File: config.mk
export PLATFORM = sky130hd
export DESIGN_NAME = drld_queue
export DESIGN_NICKNAME = d
export VERILOG_FILES = /design/src/sv/drld_pkg.sv /design/src/sv/drld_queue.sv
export SDC_FILE = /design/constraint.sdc
export NUM_CORES = 1
export LEC_CHECK = 0
export BUFFER_PORTS_ARGS = -buffer_cell sky130_fd_sc_hd__buf_4
export CAP_MARGIN = 40
export CORE_ASPECT_RATIO = 0.8
export CORE_MARGIN = 5
export CORE_UTILIZATION = 28
export CTS_BUF_LIST = sky130_fd_sc_hd__clkbuf_16
export DETAILED_ROUTE_END_ITERATION = 8
export PLACE_DENSITY = 0.45
export REMOVE_ABC_BUFFERS = 1
export SETUP_SLACK_MARGIN = 0.02
export SLEW_MARGIN = 10
export SYNTH_ARGS = -nofsm -noshare
export SYNTH_HDL_FRONTEND = slang
export SYNTH_SLANG_ARGS = --single-unit
File: constraint.sdc
create_clock -name clk -period 5.9 [get_ports clk]
set_input_delay 0.59 -clock clk [delete_from_list [all_inputs] [get_ports clk]]
set_output_delay 0.59 -clock clk [all_outputs]
set_load 0.05 [all_outputs]
File: src/sv/drld_pkg.sv
`default_nettype none

package drld_pkg;

  localparam int DRLD_MAX_RUNS      = 64;
  localparam int DRLD_QUEUE_DEPTH   = 2;
  localparam int DRLD_CB_W          = 22;
  localparam logic [DRLD_CB_W-1:0] DRLD_CB_RESET = 22'd4096;
  localparam logic [3:0] DRLD_MAX_FIELD = 4'd8;

  typedef enum logic [1:0] {
    PH_HEADER = 2'd0,
    PH_LENGTH = 2'd1,
    PH_OFFSET = 2'd2,
    PH_DONE   = 2'd3
  } phase_t;

  typedef enum logic [1:0] {
    KIND_RUN = 2'd0,
    KIND_END = 2'd1,
    KIND_ERR = 2'd2
  } kind_t;

  // one classified item from the parser to the arithmetic side
  typedef struct packed {
    kind_t       kind;
    logic        last;   // run that hits the run limit
    logic        clear;  // list restarted since the previous item
    logic [63:0] len;
    logic [63:0] off;    // already sign-extended
  } run_item_t;

endpackage

`default_nettype wire

File: src/sv/drld_queue.sv
`default_nettype none

module drld_queue #(
  parameter int DEPTH = drld_pkg::DRLD_QUEUE_DEPTH
) (
  input  logic                clk,
  input  logic                rst_n,
  input  logic                push_valid,
  input  drld_pkg::run_item_t push_item,
  output logic                push_ready,
  output logic                pop_valid,
  output drld_pkg::run_item_t pop_item,
  input  logic                pop_ready
);
  import drld_pkg::*;

  localparam int AW = (DEPTH > 1) ? $clog2(DEPTH) : 1;
  localparam int NW = $clog2(DEPTH + 1);

  run_item_t     mem_r [DEPTH];
  logic [AW-1:0] wr_ptr_r, wr_ptr_nxt;
  logic [AW-1:0] rd_ptr_r, rd_ptr_nxt;
  logic [NW-1:0] fill_r, fill_nxt;
  logic          do_push, do_pop;

  assign push_ready = (fill_r != NW'(DEPTH));
  assign pop_valid  = (fill_r != '0);
  assign pop_item   = mem_r[rd_ptr_r];
  assign do_push    = push_valid && push_ready;
  assign do_pop     = pop_valid && pop_ready;

  always_comb begin
    wr_ptr_nxt = wr_ptr_r;
    rd_ptr_nxt = rd_ptr_r;
    fill_nxt   = fill_r;
    if (do_push) wr_ptr_nxt = (wr_ptr_r == AW'(DEPTH - 1)) ? '0 : wr_ptr_r + AW'(1);
    if (do_pop)  rd_ptr_nxt = (rd_ptr_r == AW'(DEPTH - 1)) ? '0 : rd_ptr_r + AW'(1);
    if (do_push && !do_pop)      fill_nxt = fill_r + NW'(1);
    else if (do_pop && !do_push) fill_nxt = fill_r - NW'(1);
  end

  always_ff @(posedge clk) begin
    if (!rst_n) begin
      wr_ptr_r <= '0;
      rd_ptr_r <= '0;
      fill_r   <= '0;
    end else begin
      wr_ptr_r <= wr_ptr_nxt;
      rd_ptr_r <= rd_ptr_nxt;
      fill_r   <= fill_nxt;
    end
  end

  always_ff @(posedge clk) begin
    if (do_push) mem_r[wr_ptr_r] <= push_item;
  end

endmodule

`default_nettype wire

# ---- After elaboration in Yosys (flattened, before gate mapping)
# Memories as Yosys holds them, arrays and structs flattened. A register that Yosys moved wholly into a read port is not among the register bits.
# Index checks and enable logic that the tools add are counted.
dict set report op_classes {
  reduce_logical 8
  eq_ne 1
  muxes 8
  addsub 4
}
# op n
set ops {}
lappend ops {{two-way mux 1 bit} 6}
lappend ops {{logical AND 1 bit} 4}
lappend ops {{two-way mux 2 bit} 2}
lappend ops {{nonzero test 2 bit} 2}
lappend ops {{adder 1 bit, second input constant} 2}
lappend ops {{adder 2 x 1 -> 2 bit, second input constant} 1}
lappend ops {{zero test 1 bit} 2}
lappend ops {{inequality test 2 bit, second input constant} 1}
lappend ops {{subtractor 2 x 1 -> 2 bit, second input constant} 1}
dict set report word_totals {
  mem_count 1
  ramBits 264
  reg_bits 4
}
# name depth word_bits rd rd_clocked_by_memory_dff write_ports line_no
set memory_table {}
lappend memory_table {mem_r 2 132 1 1 1 drld_queue.sv:20} ;# run_item_t mem_r [DEPTH];

# ---- Depth between registers and ports, before layout
# Gate-level depths: netlist of the first run.
dict set report logic_depth {
  ltp_word 6
  ltp_mapped 6
}

# ---- Worst setup path after synthesis of the first run
# Ideal clock, no wire load.
dict set report synth_path {
  path_type {register to register}
  start {register fill_r[0]}
  end {memory mem_r[1][0] (netlist name), enable pin}
  setup_slack_ns 1.623
  path_stages_with_launch 3
  arrival_ns 3.769
  period_less_slack_ns 4.277
  setup_ns 0.508
  cell_sequence {dfxtp_1 nand2b_4 and3_1}
}
dict set report synth_between {
  elab_chain_len 4
}
# element line_no
set synth_rtl {}
lappend synth_rtl {{start, declared} drld_queue.sv:23} ;# logic [NW-1:0] fill_r, fill_nxt;
lappend synth_rtl {{start signal, assigned} drld_queue.sv:50} ;# fill_r <= fill_nxt;
lappend synth_rtl {{inequality test 2 bit} drld_queue.sv:26} ;# assign push_ready = (fill_r != NW'(DEPTH));
lappend synth_rtl {{named net push_ready} drld_queue.sv:10} ;# output logic push_ready,
lappend synth_rtl {{logical AND 1 bit} drld_queue.sv:29} ;# assign do_push = push_valid && push_ready;
lappend synth_rtl {{two-way mux 1 bit} drld_queue.sv:55} ;# if (do_push) mem_r[wr_ptr_r] <= push_item;
lappend synth_rtl {{two-way mux 1 bit (not written as such)} drld_queue.sv:55}
lappend synth_rtl {{end, declared} drld_queue.sv:20}
# The timed path passes the listed nets, and every way through them passes these cells.

==> results of run 1 <==
==> critical path: cells and delay by family (launching register included) <==
kind     cells  cell delay (ns)
buf+inv      2             0.72
flops        1             0.78
mux          1             0.42
==> metal layers <==
| layer | vias to the layer above | global-route usage | routed length, um |
|---|---|---|---|
| li1 | 2317 | - | - |
| met3 | 33 | 0.0431 | 1960 |
| met4 | 0 | 0.0244 | 447 |
| met1 | 2500 | 0.144 | 9990 |
| met2 | 173 | 0.181 | 10800 |
| met5 | - | 0 | 0 |
==> report_power, final <==
part           switching [W]  leakage, nW  internal (W)  total [W]
clock network       0.000718        0.499       0.00116    0.00188
registers           0.000105         2.51       0.00239    0.00249
logic                0.00158         2.15      0.000875    0.00246
==> stage by stage <==
stage	util	total power [W]	area (sq um)	cells	worst slack [ns]
4_1_cts	0.382	0.00696	13700	1228	2.56
2_1_floorplan	-	0.00440	9960	420	0.202
3_5_place_dp	0.354	0.00504	12700	1174	3.17
5_1_grt	0.382	0.00713	13700	1228	2.49
6_report	0.382	0.00683	13700	1228	2.62
3_3_place_gp	0.353	0.00500	12600	1173	3.21
==> registers in the layout (all words and copies together) (netlist names), named ones only <==
name	cells
mem_r	264
wr_ptr_r	1
fill_r	2
rd_ptr_r	1
==> area by class of cell <==
cell class	count	area [sq um]
Multi-Input combinational cell	150	1930
Fill cell	3309	22100
Tap cell	480	601
Timing Repair Buffer	274	2090
Clock inverter	23	235
Clock buffer	31	776
Sequential cell	269	8030
Inverter	1	8.76
==> worst max-delay path by stage <==
stage / from / to / slack, ns
finish: flop / pop_item[21] / 2.62
global route: flop / pop_item[111] / 2.49
CTS: flop / pop_item[111] / 2.56
detailed placement: flop / pop_item[111] / 3.17
global placement: flop / pop_item[111] / 3.21
floorplan: flop / pop_item[0] / 0.20
==> cells by family (layout without fill, tap and decap cells) <==
family | Yosys count | in the layout | synth area share
muxes | 132 | 132 | 0.177
and+or+nand+nor | 9 | 9 | 0.00644
DFF | 269 | 269 | 0.795
AOI/OAI and AO/OA | 5 | 5 | 0.00347
xor gates and xnor gates | 3 | 3 | 0.00260
adders and majority gates | 1 | 1 | 0.00124
buffers and inverters | 16 | 329 | 0.0144
==> cells in the final DEF, fill, tap and decap left out, drive strengths merged <==
cell      netlist  layout
a21bo           1       1
edfxtp        264     264
inv             1       5
bufinv          0       5
and3            1       1
or3             1       1
mux2          132     132
ha              1       1
buf            15     274
a21boi          2       2
and2            4       4
nand3b          1       1
clkinv          0      12
or2             1       1
o21ai           2       2
clkbuf          0      31
dfxtp           5       5
xor2            1       1
nand2b          1       1
xnor2           2       2
clkinvlp        0       2
==> results.cfg, run 1 <==
[sta]
setup_viol = 0
fmax_ghz = 0.305
worst_slew_pin_slew_ns = 0.778
min_period_ns = 3.28
hold_viol = 0
rsz0062_at_grt = no
tns_ns = 0
period_share = 0.557
finalMaxSlewViolations = 0
clock-skew-final_ns = 0.00962
holdWs_ns = 0.221
relSlewSlack = 0.481

[clock_tree]
numCtsBuffers = 30
postCtsHoldBufs = 0
insertion_delay_ns = 0.55
clock_path_buffers = 3
clockRootBuffer = clkbuf_16
cts_resized = 0
path_clk_slew_ns = 0.06
cts_tree = built
cts_setup_buffers = 0
cts.sinks = 269
cts.htree.levels = 1

[logic_synthesis]
yosysSeqAreaShare = 0.795
synth-edff-count = 264
synth_top_cells_by_count = edfxtp_1 (264), mux2_4 (80), mux2_2 (52)
yosysTopAreaCellShare = 0.785
syn_area_sq_um = 10100
yosys-top-cells-area = edfxtp_1 (79%), mux2_4 (12%), mux2_2 (5.8%)
synth.most_common_cell = edfxtp_1
yosys_warnings = 0
async_reset_ff_frac = 0
synthFlopType = edfxtp_1
synthCells = 435
ys_seq_elements = 269
yosys.area.top_type = edfxtp_1
ys_types = 22
syn-mean-instance-area_sq_um = 23.2

[floorplanning]
start_util = 0.282
die_w_um = 222
die_h_um = 180
fp-row-count = 62
core_sq_um = 35800
design.die.area_sq_um = 40000
pin_count = 270

[grt]
grt_pass1_wl_um = 34900
grt_max_degree = 93
antenna_found_initial = 0
grt-ovfl-total = 0
grt_pass1_vias = 5684
grt_use_total = 0.112

[critical_path]
rrSetupSlack_ns = 3.42
cp_slowest_cell = dfxtp_4
crit_chain = buf_12, mux2_2, buf_4
r2r_cells = 5
required_ns = 5.31
crit_path_end_kind = primary output
r2r-start = fill_r[0]$_SDFFE_PN0P_
cp_max_fo = 92
cpPeakStageDelay_ns = 0.78
crit_path_start_kind = flop
path_class = reg -> out
worst_ep_arrival_time_ns = 2.69
r2r-end = mem_r[0][37]$_DFFE_PP_

[cells_and_area]
antennaDiodeCount = 0
fin_nets = 863
drive_gt1_frac = 0.606
synthToLayoutAreaGrowth_pct = 35.4

[detailed_routing]
drt_iter0_drc = 211
drtPass1Iterations = 4
vias = 5023
wl_per_cell_um = 18.9
final_antenna_net_count = 0
drc = 0
wl_um = 23200
post_drt_via_cell_ratio = 4.09

[place]
port-buffer-count = 269
gp_congestion = 0.691
dp_hpwl_um = 15600

[pwr]
p_per_area_nw_per_um2 = 500
power_leakage_nw = 5.16
peakVddDrop_mv = 0.356

[worst_hold_path]
hp-class = in -> reg
whs_path_depth = 1
whs_endpoint = mem_r[0][129]$_DFFE_PP_
hp-start = push_item[129]

[outcome]
outcome = complete, no violations

[run]
drv_cap = 0
No activity file was read; power rests on OpenSTA's default activity.
==> inputs of run 2 (changes only) <==
==> constraint.sdc (replaced) <==
create_clock -name clk -period 3.2 [get_ports clk]
set_input_delay 0.32 -clock clk [delete_from_list [all_inputs] [get_ports clk]]
set_output_delay 0.32 -clock clk [all_outputs]
set_load 0.05 [all_outputs]
==> run 2 against run 1 <==
  * Utilization rose by 3.5 points
  * Die area did not move
  * Clock power grew 60%
  * Highest routed layer unchanged
  * Power rose by 80%
  * Clock skew up 0.0020 ns
  * Sequential share of layout area shrank 4.9 points
  * Non-clock buffer count increased by 136
  * Wire length is 0.71% higher
  * Register-to-register slack lost 2.2 ns
  * First-iteration DRC count grew 39%
==> results.cfg, run 2 (synthesis gave the netlist of run 1 again) <==
[floorplanning]
die_h_um = 180
die_w_um = 222
core_sq_um = 35800
pin_count = 270
design.die.area_sq_um = 40000
start_util = 0.282
fp-row-count = 62

[pwr]
power_leakage_nw = 5.68
peakVddDrop_mv = 0.428
p_total_w = 0.0123
p_per_area_nw_per_um2 = 825

[sta]
rsz0062_at_grt = no
min_period_ns = 2.39
tns_ns = 0
holdWs_ns = 0.121
setup_viol = 0
finalMaxSlewViolations = 0
fmax_ghz = 0.419
relSlewSlack = 0.592
worst_slew_pin_slew_ns = 0.611
period_share = 0.745
clock-skew-final_ns = 0.0116
hold_viol = 0

[place]
dp.cells = 1177
dp_hpwl_um = 15600
port-buffer-count = 269
gp_congestion = 0.699
postPlaceCellArea_sq_um = 12700

[outcome]
outcome = complete, no violations

[cells_and_area]
drive_gt1_frac = 0.520
stdcell_area_sq_um = 14900
mostFrequentLayoutCells = buf_4 (271), edfxtp_1 (264), dlygate4sd3_1 (133)
largest_register = mem_r
final_common_cell = buf_4
largest_reg_flops = 264
instances_no_fill = 1365
fin_nets = 998
top_regs = mem_r (264), fill_r (2)
synthToLayoutAreaGrowth_pct = 47.7

[critical_path]
crit_path_end_kind = primary output
crit_path_start_kind = flop
worst_ep_arrival_time_ns = 2.07
cp_max_fo = 43
path_class = reg -> out
required_ns = 2.88

[clock_tree]
insertion_delay_ns = 0.55
cts_tree = built
clockRootBuffer = clkbuf_16
cts.htree.levels = 1
clock_path_buffers = 3
numCtsBuffers = 29
cts.sinks = 269
path_clk_slew_ns = 0.06
cts_setup_buffers = 0

[detailed_routing]
wl_um = 23400
wl_per_cell_um = 17.1
drt_iter0_drc = 293
drtPass1Iterations = 4
vias = 5475
post_drt_via_cell_ratio = 4.01
final_antenna_net_count = 0
drc = 0

[grt]
grt_pass1_vias = 6061
antenna_found_initial = 1
grt_pass1_wl_um = 35600
grt_max_degree = 58
grt-ovfl-total = 0
grt_use_total = 0.113

[worst_hold_path]
hp-class = in -> reg

[run]
drv_cap = 0
run 2: changes by cell type in the layout (fill, tap and decap cells not counted), sizes merged:
cell / before / now
dlygate4sd3: 0 / 133
bufinv: 5 / 0
buf: 274 / 277
clkinv: 12 / 15
inv: 5 / 8
clkbuf: 31 / 29
clkinvlp: 2 / 3
diode: 0 / 1
run 2: timing repair:
action	CTS	global route
hold buffers	133	0
resized for setup	0	0
endpoints found under the hold margin	267	0
run 2: report_power, final:
part	internal [W]	switching, W
Combinational	0.00175	0.00301
Clock	0.00165	0.00135
Sequential	0.00440	0.000144
Total	0.00780	0.00450
run 2: area by class of cell:
type                    instances  area [sq um]
clock inverters                25           133
fillers                      3225         20800
inverters                       1          8.76
clock buffers                  29           726
well taps                     480           601
repair buffers                410          3490
diodes                          1          2.50
multi-input cells             150          1930
flip-flops and latches        269          8030
run 2: worst max-delay path, cell delays in order, from the launching register on:
cell     delay, ns
dfxtp_4       0.55
buf_12        0.34
mux2_2        0.39
buf_4         0.19
run 2: final timing paths:
check | startpoint | end | slack [ns] | depth (start not counted)
max | flop | pop_item[6] | 0.81 | 3
min | push_valid | wr_ptr_r$_SDFFE_PN0P_ | 0.12 | 3
max reg2reg | fill_r[0]$_SDFFE_PN0P_ | mem_r[0][24]$_DFFE_PP_ | 1.22 | 4
min reg2reg | fill_r[1]$_SDFFE_PN0P_ | fill_r[1]$_SDFFE_PN0P_ | 0.57 | 2
run 2: layer usage:
metal / track usage / routed length [um] / vias to the layer above
li1: - / - / 2588
met1: 0.150 / 10500 / 2684
met2: 0.183 / 10800 / 172
met3: 0.0357 / 1650 / 31
met4: 0.0224 / 403 / 0
met5: 0 / 0 / -
run 2: metrics by stage:
stage,utilization,setup WS (ns)
global placement,0.356,1.23
detailed placement,0.356,1.17
CTS,0.417,0.715
global route,0.417,0.708
finish,0.417,0.815
floorplan,-,-2.23
