--- src/sv/drld_pkg.sv ---
`default_nettype none

package drld_pkg;

  localparam int DRLD_MAX_RUNS      = 64;
  localparam int DRLD_QUEUE_DEPTH   = 2;
  localparam int DRLD_CB_W          = 22;
  localparam logic [DRLD_CB_W-1:0] DRLD_CB_RESET = 22'd4096;
  localparam logic [3:0] DRLD_MAX_FIELD = 4'd8;

  typedef enum logic [1:0] {
    PH_HEADER = 2'd0,
    PH_LENGTH = 2'd1,
    PH_OFFSET = 2'd2,
    PH_DONE   = 2'd3
  } phase_t;

  typedef enum logic [1:0] {
    KIND_RUN = 2'd0,
    KIND_END = 2'd1,
    KIND_ERR = 2'd2
  } kind_t;

  // one classified item from the parser to the arithmetic side
  typedef struct packed {
    kind_t       kind;
    logic        last;   // run that hits the run limit
    logic        clear;  // list restarted since the previous item
    logic [63:0] len;
    logic [63:0] off;    // already sign-extended
  } run_item_t;

endpackage

`default_nettype wire

--- src/sv/drld_if.sv ---
`default_nettype none

interface drld_in_if;
  logic       valid;
  logic       ready;
  logic [7:0] data_byte;
  logic       list_start;

  modport source (output valid, output data_byte, output list_start, input ready);
  modport sink (input valid, input data_byte, input list_start, output ready);
endinterface


`default_nettype wire

--- src/sv/drld_front.sv ---
`default_nettype none

module drld_front #(
  parameter int MAX_RUNS = drld_pkg::DRLD_MAX_RUNS
) (
  input  logic                clk,
  input  logic                rst_n,
  drld_in_if.sink             in_bus,
  output logic                push_valid,
  output drld_pkg::run_item_t push_item,
  input  logic                push_ready
);
  import drld_pkg::*;

  localparam int CW = $clog2(MAX_RUNS + 1);

  phase_t          phase_r, phase_nxt;
  logic [3:0]      idx_r, idx_nxt;
  logic [3:0]      lsize_r, lsize_nxt;
  logic [3:0]      osize_r, osize_nxt;
  logic [63:0]     len_r, len_nxt;
  logic [63:0]     off_r, off_nxt;
  logic [CW-1:0]   count_r, count_nxt;
  logic            pend_r, pend_nxt;

  logic            accept;
  phase_t          ph_cur;
  logic [7:0]      b;
  logic [3:0]      hdr_ls, hdr_os;
  logic            hdr_zero, hdr_bad;
  logic [3:0]      idx_inc;
  logic [63:0]     len_fill, off_fill, off_sext;
  logic            len_done, off_done;
  logic [CW-1:0]   count_base, count_inc;
  logic            run_last;

  // a byte is taken only when the queue has room for what it may produce
  assign in_bus.ready = push_ready;
  assign accept       = in_bus.valid && push_ready;

  assign b          = in_bus.data_byte;
  assign ph_cur     = in_bus.list_start ? PH_HEADER : phase_r;
  assign hdr_ls     = b[3:0];
  assign hdr_os     = b[7:4];
  assign hdr_zero   = (b == 8'd0);
  assign hdr_bad    = (hdr_ls > DRLD_MAX_FIELD) || (hdr_os > DRLD_MAX_FIELD);
  assign idx_inc    = idx_r + 4'd1;
  assign len_done   = (idx_inc >= lsize_r);
  assign off_done   = (idx_inc >= osize_r);
  assign count_base = in_bus.list_start ? '0 : count_r;
  assign count_inc  = count_base + CW'(1);
  assign run_last   = (count_inc >= CW'(MAX_RUNS));

  // accumulators are cleared at the header, so dropping the byte into its lane equals OR
  always_comb begin
    len_fill = len_r;
    off_fill = off_r;
    len_fill[8*idx_r[2:0] +: 8] = b;
    off_fill[8*idx_r[2:0] +: 8] = b;
  end

  always_comb begin
    case (osize_r)
      4'd1:    off_sext = {{56{off_fill[7]}},  off_fill[7:0]};
      4'd2:    off_sext = {{48{off_fill[15]}}, off_fill[15:0]};
      4'd3:    off_sext = {{40{off_fill[23]}}, off_fill[23:0]};
      4'd4:    off_sext = {{32{off_fill[31]}}, off_fill[31:0]};
      4'd5:    off_sext = {{24{off_fill[39]}}, off_fill[39:0]};
      4'd6:    off_sext = {{16{off_fill[47]}}, off_fill[47:0]};
      4'd7:    off_sext = {{8{off_fill[55]}},  off_fill[55:0]};
      default: off_sext = off_fill;
    endcase
  end

  // next state
  always_comb begin
    phase_nxt = phase_r;
    if (accept) begin
      case (ph_cur)
        PH_HEADER: begin
          if (hdr_zero || hdr_bad) phase_nxt = PH_DONE;
          else if (hdr_ls != 4'd0) phase_nxt = PH_LENGTH;
          else                     phase_nxt = PH_OFFSET;
        end
        PH_LENGTH: begin
          if (len_done) begin
            if (osize_r != 4'd0) phase_nxt = PH_OFFSET;
            else                 phase_nxt = run_last ? PH_DONE : PH_HEADER;
          end
        end
        PH_OFFSET: begin
          if (off_done) phase_nxt = run_last ? PH_DONE : PH_HEADER;
        end
        PH_DONE:   phase_nxt = PH_DONE;
        default:   phase_nxt = PH_HEADER;
      endcase
    end
  end

  // datapath and queue writes
  always_comb begin
    idx_nxt         = idx_r;
    lsize_nxt       = lsize_r;
    osize_nxt       = osize_r;
    len_nxt         = len_r;
    off_nxt         = off_r;
    count_nxt       = count_r;
    pend_nxt        = pend_r;
    push_valid      = 1'b0;
    push_item.kind  = KIND_RUN;
    push_item.last  = 1'b0;
    push_item.clear = pend_r | in_bus.list_start;
    push_item.len   = '0;
    push_item.off   = '0;
    if (accept) begin
      pend_nxt  = pend_r | in_bus.list_start;
      count_nxt = count_base;
      case (ph_cur)
        PH_HEADER: begin
          if (hdr_zero) begin
            push_valid     = 1'b1;
            push_item.kind = KIND_END;
          end else if (hdr_bad) begin
            push_valid     = 1'b1;
            push_item.kind = KIND_ERR;
          end else begin
            lsize_nxt = hdr_ls;
            osize_nxt = hdr_os;
            len_nxt   = '0;
            off_nxt   = '0;
            idx_nxt   = '0;
          end
        end
        PH_LENGTH: begin
          len_nxt = len_fill;
          idx_nxt = len_done ? 4'd0 : idx_inc;
          if (len_done && (osize_r == 4'd0)) begin
            push_valid     = 1'b1;
            push_item.last = run_last;
            push_item.len  = len_fill;
            count_nxt      = count_inc;
          end
        end
        PH_OFFSET: begin
          off_nxt = off_fill;
          idx_nxt = off_done ? 4'd0 : idx_inc;
          if (off_done) begin
            push_valid     = 1'b1;
            push_item.last = run_last;
            push_item.len  = len_r;
            push_item.off  = off_sext;
            count_nxt      = count_inc;
          end
        end
        default: ;
      endcase
      if (push_valid) pend_nxt = 1'b0;
    end
  end

  always_ff @(posedge clk) begin
    if (!rst_n) begin
      phase_r <= PH_HEADER;
      idx_r   <= '0;
      count_r <= '0;
      pend_r  <= 1'b0;
    end else begin
      phase_r <= phase_nxt;
      idx_r   <= idx_nxt;
      count_r <= count_nxt;
      pend_r  <= pend_nxt;
    end
  end

  always_ff @(posedge clk) begin
    lsize_r <= lsize_nxt;
    osize_r <= osize_nxt;
    len_r   <= len_nxt;
    off_r   <= off_nxt;
  end

endmodule

`default_nettype wire

--- src/flat_wrapper.sv ---
// flat-port wrapper written by rule: the top's interface ports become plain ports
module drld_front_flat import drld_pkg::*;
#(
  parameter int MAX_RUNS = drld_pkg::DRLD_MAX_RUNS
)
  (clk, rst_n, push_valid, push_item, push_ready, in_bus_valid, in_bus_data_byte, in_bus_list_start, in_bus_ready);
  drld_in_if in_bus_i ();
  input  logic clk;
  input  logic rst_n;
  output logic push_valid;
  output drld_pkg::run_item_t push_item;
  input  logic push_ready;
  input wire logic [$bits(in_bus_i.valid)-1:0] in_bus_valid;
  input wire logic [$bits(in_bus_i.data_byte)-1:0] in_bus_data_byte;
  input wire logic [$bits(in_bus_i.list_start)-1:0] in_bus_list_start;
  output wire logic [$bits(in_bus_i.ready)-1:0] in_bus_ready;
  assign in_bus_i.valid = in_bus_valid;
  assign in_bus_i.data_byte = in_bus_data_byte;
  assign in_bus_i.list_start = in_bus_list_start;
  assign in_bus_ready = in_bus_i.ready;
  drld_front #(.MAX_RUNS(MAX_RUNS)) u_core (.clk(clk), .rst_n(rst_n), .in_bus(in_bus_i), .push_valid(push_valid), .push_item(push_item), .push_ready(push_ready));
endmodule
--- config.mk ---
export PLATFORM = sky130hd
export DESIGN_NAME = drld_front_flat
export DESIGN_NICKNAME = d
export VERILOG_FILES = /design/src/sv/drld_pkg.sv /design/src/sv/drld_if.sv /design/src/sv/drld_front.sv /design/src/flat_wrapper.sv
export SDC_FILE = /design/constraint.sdc
export NUM_CORES = 1
export LEC_CHECK = 0
export BUFFER_PORTS_ARGS = -buffer_cell sky130_fd_sc_hd__buf_2
export CAP_MARGIN = 15
export CORE_AREA = 2 2 137 139
export DETAILED_ROUTE_END_ITERATION = 8
export DIE_AREA = 0 0 139 141
export MAX_ROUTING_LAYER = met4
export PLACE_DENSITY_LB_ADDON = 0.15
export SLEW_MARGIN = 20
export SYNTH_ARGS = -nofsm -noshare
export SYNTH_HDL_FRONTEND = slang
export SYNTH_SLANG_ARGS = --single-unit
--- constraint.sdc ---
create_clock -name clk -period 4.15 [get_ports clk]
set_clock_uncertainty 0.05 [all_clocks]
set_input_delay 0.2075 -clock clk [delete_from_list [all_inputs] [get_ports clk]]
set_output_delay 0.2075 -clock clk [all_outputs]
set_load 0.05 [all_outputs]
Word-level counts from Yosys, hierarchy flattened
Cells that the tools add are included.
Widths: inputs -> output; s select.

operators by class
  add/subtract/negate cells = 3
  magnitude comparators = 5
  equality and inequality tests = 14
  shift-type cells = 2
  multiplexer cells = 44
  bitwise gates (word level) = 3
  reduce and logical (&&, ||, !) cells = 17

operators by type and width
  kind                     number
  $pmux 64 s7              1
  $pmux 64 s2              3
  $mux 128                 2
  $mux 64                  4
  $bwmux 64                2
  $shift 8x34->64 const A  1
  $shiftx 8x34->64         1
  $neg 6->34               1
  $mux 7                   3
  $mux 2                   10
  $eq 4x3->1 const B       4
  $mux 4                   4
  $reduce_and 4->1         4
  $pmux 7 s2               1
  $pmux 4 s3               1
  $mux 1                   9
  $eq 4x2->1 const B       2
  $ge 4x4->1               2
  $gt 4x4->1 const B       2
  $logic_not 8->1          1
  $pmux 2 s4               1
  $reduce_bool 4->1        2
  $add 7x1->7 const B      1
  $ge 7x7->1 const B       1
  other kinds (18)         25

word-level totals
  bits in registers = 150
  bits of input ports = 13
  logic and storage cells = 96

Longest topological paths before layout
  depth after elaboration = 7
  gate-level depth with buffers = 16
  gate-level depth less buffers = 9

Worst setup path after synthesis
No wires, ideal clock.

  path type = in2reg
  from = input port in_bus_data_byte[6]
  to = register u_core.len_r[0] (enable)
  setup time = 486 ps
  arrival = 3868 ps
  data required time = 3614 ps
  path slack = -254 ps
  stages on the path = 6
  path through = clkbuf_1 > o31a_1 > a211o_1 > nand2_1 > nand2_1 > nor2_1

on the way
  word-level cells in the longest chain between the ends = 4
  elaborated cells between the ends (all ways) = 6

ends and longest elaborated chain
  element                              RTL line            source
  start: declaration                   flat_wrapper.sv:14  input wire logic [$bits(in_bus_i.data_byte)-1:0] in_bus_data_byte;
  $gt 4x4->1                           drld_front.sv:46    assign hdr_bad = (hdr_ls > DRLD_MAX_FIELD) || (hdr_os > DRLD_MAX_FIELD);
  $logic_or 1x1->1                     drld_front.sv:46
  $ne 2x2->1 (no source line)          --
  $reduce_and 4->1 (no source line) *  --
  end signal: assignment               drld_front.sv:178   len_r <= len_nxt;
  end: declaration                     drld_front.sv:21    logic [63:0] len_r, len_nxt;

Every way passes the cells marked *; elsewhere a longest branch is shown, timed or not.
A chain may end at the register's enable or synchronous reset.

==> flow_results.org <==
** Critical path
- Critical Path Most Common Cell :: sky130_fd_sc_hd__ha_1
- The endpoint identified for the worst register-to-register timing path is u_core.count_r[1].
- The largest single stage delay on the critical path is 0.43 ns.
- Walking the worst path, the cells encountered are inv_1, ha_1, ha_1, nand3b_1, nor4_2, a21oi_1, o32a_1, and3_1, a221oi_2, clkbuf_4.
- The startpoint identified for the worst register-to-register timing path is u_core.idx_r[1].
- STA puts the critical path data arrival time at 3.67 ns.
- The critical path is of the flop to output pin type.
- Launching element type of the critical path :: flop
- Critical path required time :: 3.89 ns
- Along the worst path, the maximum fanout reaches 9.
- Reg2reg setup slack :: 0.62 ns
- The slowest stage of the critical path is the sky130_fd_sc_hd__dfxtp_1 cell.
- Kind of capture point of the worst setup path :: output pin
- The worst register-to-register path has a depth of 9.

** Layout
- Fraction of layout instances using a drive strength above 1 :: between 20% and 30%
- Multi-input logic area :: 4540 um2
- Relative to the synthesized area, the layout overhead comes to 15.7%.
- The final layout contains 1161 nets.
- Cells fill between 50% and 60% of the core in the end.
- Across the whole layout, storage elements account for 4360 um2.
- 0 antenna diodes ended up in the layout.
- Fillcell total :: 1661

** Yosys
- Synthesized area per cell :: 9.00 um2
- Number of flops mapped to enable cells by yosys :: 136
- Share of synthesized area occupied by flip-flops and latches :: 46.9%
- sky130_fd_sc_hd__nor2_1 is the most common cell in the netlist.
- Cell accounting for the most synthesized area :: sky130_fd_sc_hd__edfxtp_1
- Top cells by area, synth :: sky130_fd_sc_hd__edfxtp_1, sky130_fd_sc_hd__nor2_1, sky130_fd_sc_hd__a22oi_1
- Of all flip-flops after synthesis, the portion carrying an async set or reset was 0%.
- Yosys warning count :: 0
- Counting flops and latches in the post-synthesis netlist gives 150.
- Synthesis handed over a netlist of slightly above 1000 instances.
- The share of synthesized area in the top cell type comes to 43.9%.
- Number of distinct library cell variants in the gate-level netlist after synthesis :: 71
- Counting every net in the synthesized netlist gives roughly 1100.
- Primary FF master, synth :: sky130_fd_sc_hd__edfxtp_1
- Summing every instance area after synthesis gives 9300 um2.
- Most instantiated cells after synthesis :: sky130_fd_sc_hd__nor2_1, sky130_fd_sc_hd__edfxtp_1, sky130_fd_sc_hd__a21oi_1

** Power and ir drop
- Combinational fraction of design power :: 7.3%
- Cell internal pwr :: 2.66 mW
- Net switching is approximately a quarter of the power.
- Pleak :: 4.15 nW
- Worst voltage drop across the vdd grid :: between 0.2 and 0.25 mV
- Switching power summed over all nets :: 0.840 mW
- In this run, the clock network consumes 43.5% of the power.
- Power comes to 3.49 mW.
- Power Density :: between 300 and 400 nW/um2
- The share of total power dissipated in sequential elements is ~50%.

** CTS
- CTS built an H-tree with a depth of 4.
- CTS Hold Bufs :: 0
- CTS buffer count :: 17
- Clk Latency, worst-skew pair :: 0.43 ns
- TritonCTS clock tree :: done
- Clk buf depth :: 2
- Clock tree synthesis selected as its root buffer the cell sky130_fd_sc_hd__clkbuf_16.
- Counting every sink on the clock net gives 150.
- # resized after CTS :: 0
- The number of setup buffers added after CTS is 0.
- Post-CTS clock slew at the launch and capture registers of the worst setup and hold paths :: 0.06 ns

** STA
- Max Clock Freq :: 254 MHz
- The worst path in the final design needs a cycle of 3.93 ns, including I/O delays and setup.
- The number of slew-limit violations in the final report was 0.
- Setup violations, final :: 0
- Relative slew slack :: a little over a third
- Share of the cycle needed by the critical path after routing :: 94.7%
- Hold Worst Slack :: 0.109 ns
- Transition time of the tightest slew-check pin :: 0.961 ns
- Final Hold Fails :: 0

** Place
- Port buffering added ~150 buffers.
- Last weighted congestion value of the routability-driven placer :: 0.973
- After legalization and detailed placement, the total HPWL measured between 15000 and 20000 um.

** Drt
- Wire length per cell after detailed routing :: 20.0 um
- The count of nets left with antenna violations once routing finished came out at 0.
- In the routed design, unresolved DRC markers number 0.
- Dividing the detail-routed via count by the number of cells gives 5.99.
- Initial drt markers :: 828
- Wire length after detailed routing :: 27600 um
- The first detailed-routing pass ran for 5 iterations.
- Number of vias in the routed layout :: 8244

** Floorplan
- Floorplan die height :: roughly 140 um
- The floorplan has 50 rows.
- Die area :: 19600 um2
- Initial Util :: between 50 and 60%
- Die X-Extent :: 139 um
- The total area inside the core boundary comes to 18300 um2.
- Top-Level Pins :: 147

** Worst hold path
- Endpoint with the worst hold slack :: u_core.phase_r[1]
- Along the worst hold path, the cell count comes to 3.
- In this run the most critical hold path is launched from rst_n.
- Type of the most critical hold path :: primary input to flop

** GRT
- For this run, the total global-route usage over all layers was measured as 28.7%.
- Entering global routing, the biggest net connects 69 pins.
- The via count of the first global-routing pass came to 7831.
- Wire length of the first global-routing pass :: 43000 um
- The number of antenna violations at the first check in global routing came to 0.
- For this run the aggregate overflow at the end of global routing stands at 0.

** Flow run
- Number of maximum-capacitance violations :: 0

** Outcome
- The flow ran to the end, and the final reports show no timing, DRC or antenna violations.
## state kept, by name, indices dropped and copies added (netlist names)
| name | flops |
|---|---|
| u_core.osize_r | 4 |
| u_core.pend_r | 1 |
| u_core.phase_r | 2 |
| u_core.idx_r | 4 |
| u_core.off_r | 64 |
| u_core.len_r | 64 |
| u_core.lsize_r | 4 |
| u_core.count_r | 7 |
## power groups by stage
stage | registers [mW] | logic (mW) | clock network [mW]
global placement | 1.75 | 0.247 | 0
global route | 1.72 | 0.277 | 1.59
detailed placement | 1.75 | 0.250 | 0
CTS | 1.72 | 0.252 | 1.53
finish | 1.72 | 0.254 | 1.52
floorplan | 1.75 | 0.176 | 0
## stage by stage
step | setup WS (ns) | cell area [um2] | instances | setup TNS [ns]
final | 0.219 | 10800 | 1377 | 0
after global routing | -0.00404 | 10800 | 1377 | -0.00404
after CTS | 0.0346 | 10700 | 1377 | 0
after global placement | 0.636 | 10200 | 1345 | 0
after floorplan | 0.244 | 9300 | 1033 | 0
after detailed placement | 0.515 | 10200 | 1345 | 0
## cell type report
cell class,count,area share [%]
multi-input cells,776,42.2
flip-flops and latches,150,40.6
repair buffers,169,8.65
clock buffers,20,4.06
well taps,234,2.72
clock inverters,12,1.21
inverters,16,0.558
## how the worst max path moves through the flow
stage	startpoint	depth (start not counted)	slack [ns]	endpoint
finish	u_core.idx_r[1]	10	0.22	push_item[55]
global route	u_core.idx_r[1]	10	-0.004	push_item[55]
CTS	u_core.idx_r[1]	10	0.03	push_item[55]
detailed placement	u_core.idx_r[1]	10	0.52	push_item[55]
global placement	u_core.idx_r[1]	10	0.64	push_item[55]
floorplan	u_core.idx_r[0]	13	0.24	push_item[55]
## per-layer routing
| layer | GRT usage [%] | up-vias | part of all wire (%) |
|---|---|---|---|
| met3 | 4.45 | 55 | 8.0 |
| met2 | 45.9 | 379 | 47 |
| met4 | 9.84 | 0 | 2.3 |
| met5 | - | - | 0 |
| met1 | 37.6 | 3908 | 43 |
| li1 | - | 3902 | - |
## critical path: cells and delay by family (launching register included)
kind,cells,cell delay (ns)
compound gates,3,0.89
buf+inv,2,0.39
flops,1,0.43
fa+ha+maj,2,0.64
simple gates,3,0.89
## logic make-up after synthesis
logic type | count (synthesis) | share of synthesized area, %
compound gates | 268 | 19.6
buf+inv | 107 | 4.74
mux | 9 | 1.02
fa+ha+maj | 18 | 2.42
flops | 150 | 46.9
xor+xnor | 3 | 0.283
simple gates | 478 | 25.0
## placed cells by master, fill, tap and decap left out, drive strengths merged, types with 11 or more instances in the layout
| master | Yosys | routed |
|---|---|---|
| a21boi | 16 | 16 |
| a21oi | 91 | 91 |
| a22oi | 79 | 79 |
| and2 | 25 | 25 |
| and3 | 11 | 11 |
| buf | 19 | 168 |
| clkbuf | 72 | 21 |
| dfxtp | 14 | 14 |
| edfxtp | 136 | 136 |
| ha | 18 | 18 |
| inv | 16 | 17 |
| nand2 | 66 | 66 |
| nand2b | 26 | 26 |
| nand3 | 20 | 20 |
| nor2 | 200 | 200 |
| nor2b | 54 | 54 |
| nor3 | 30 | 30 |
| o21a | 18 | 18 |
| o21ai | 12 | 12 |
| or2 | 16 | 16 |
Note: power is estimated with default switching activity, not from simulation.
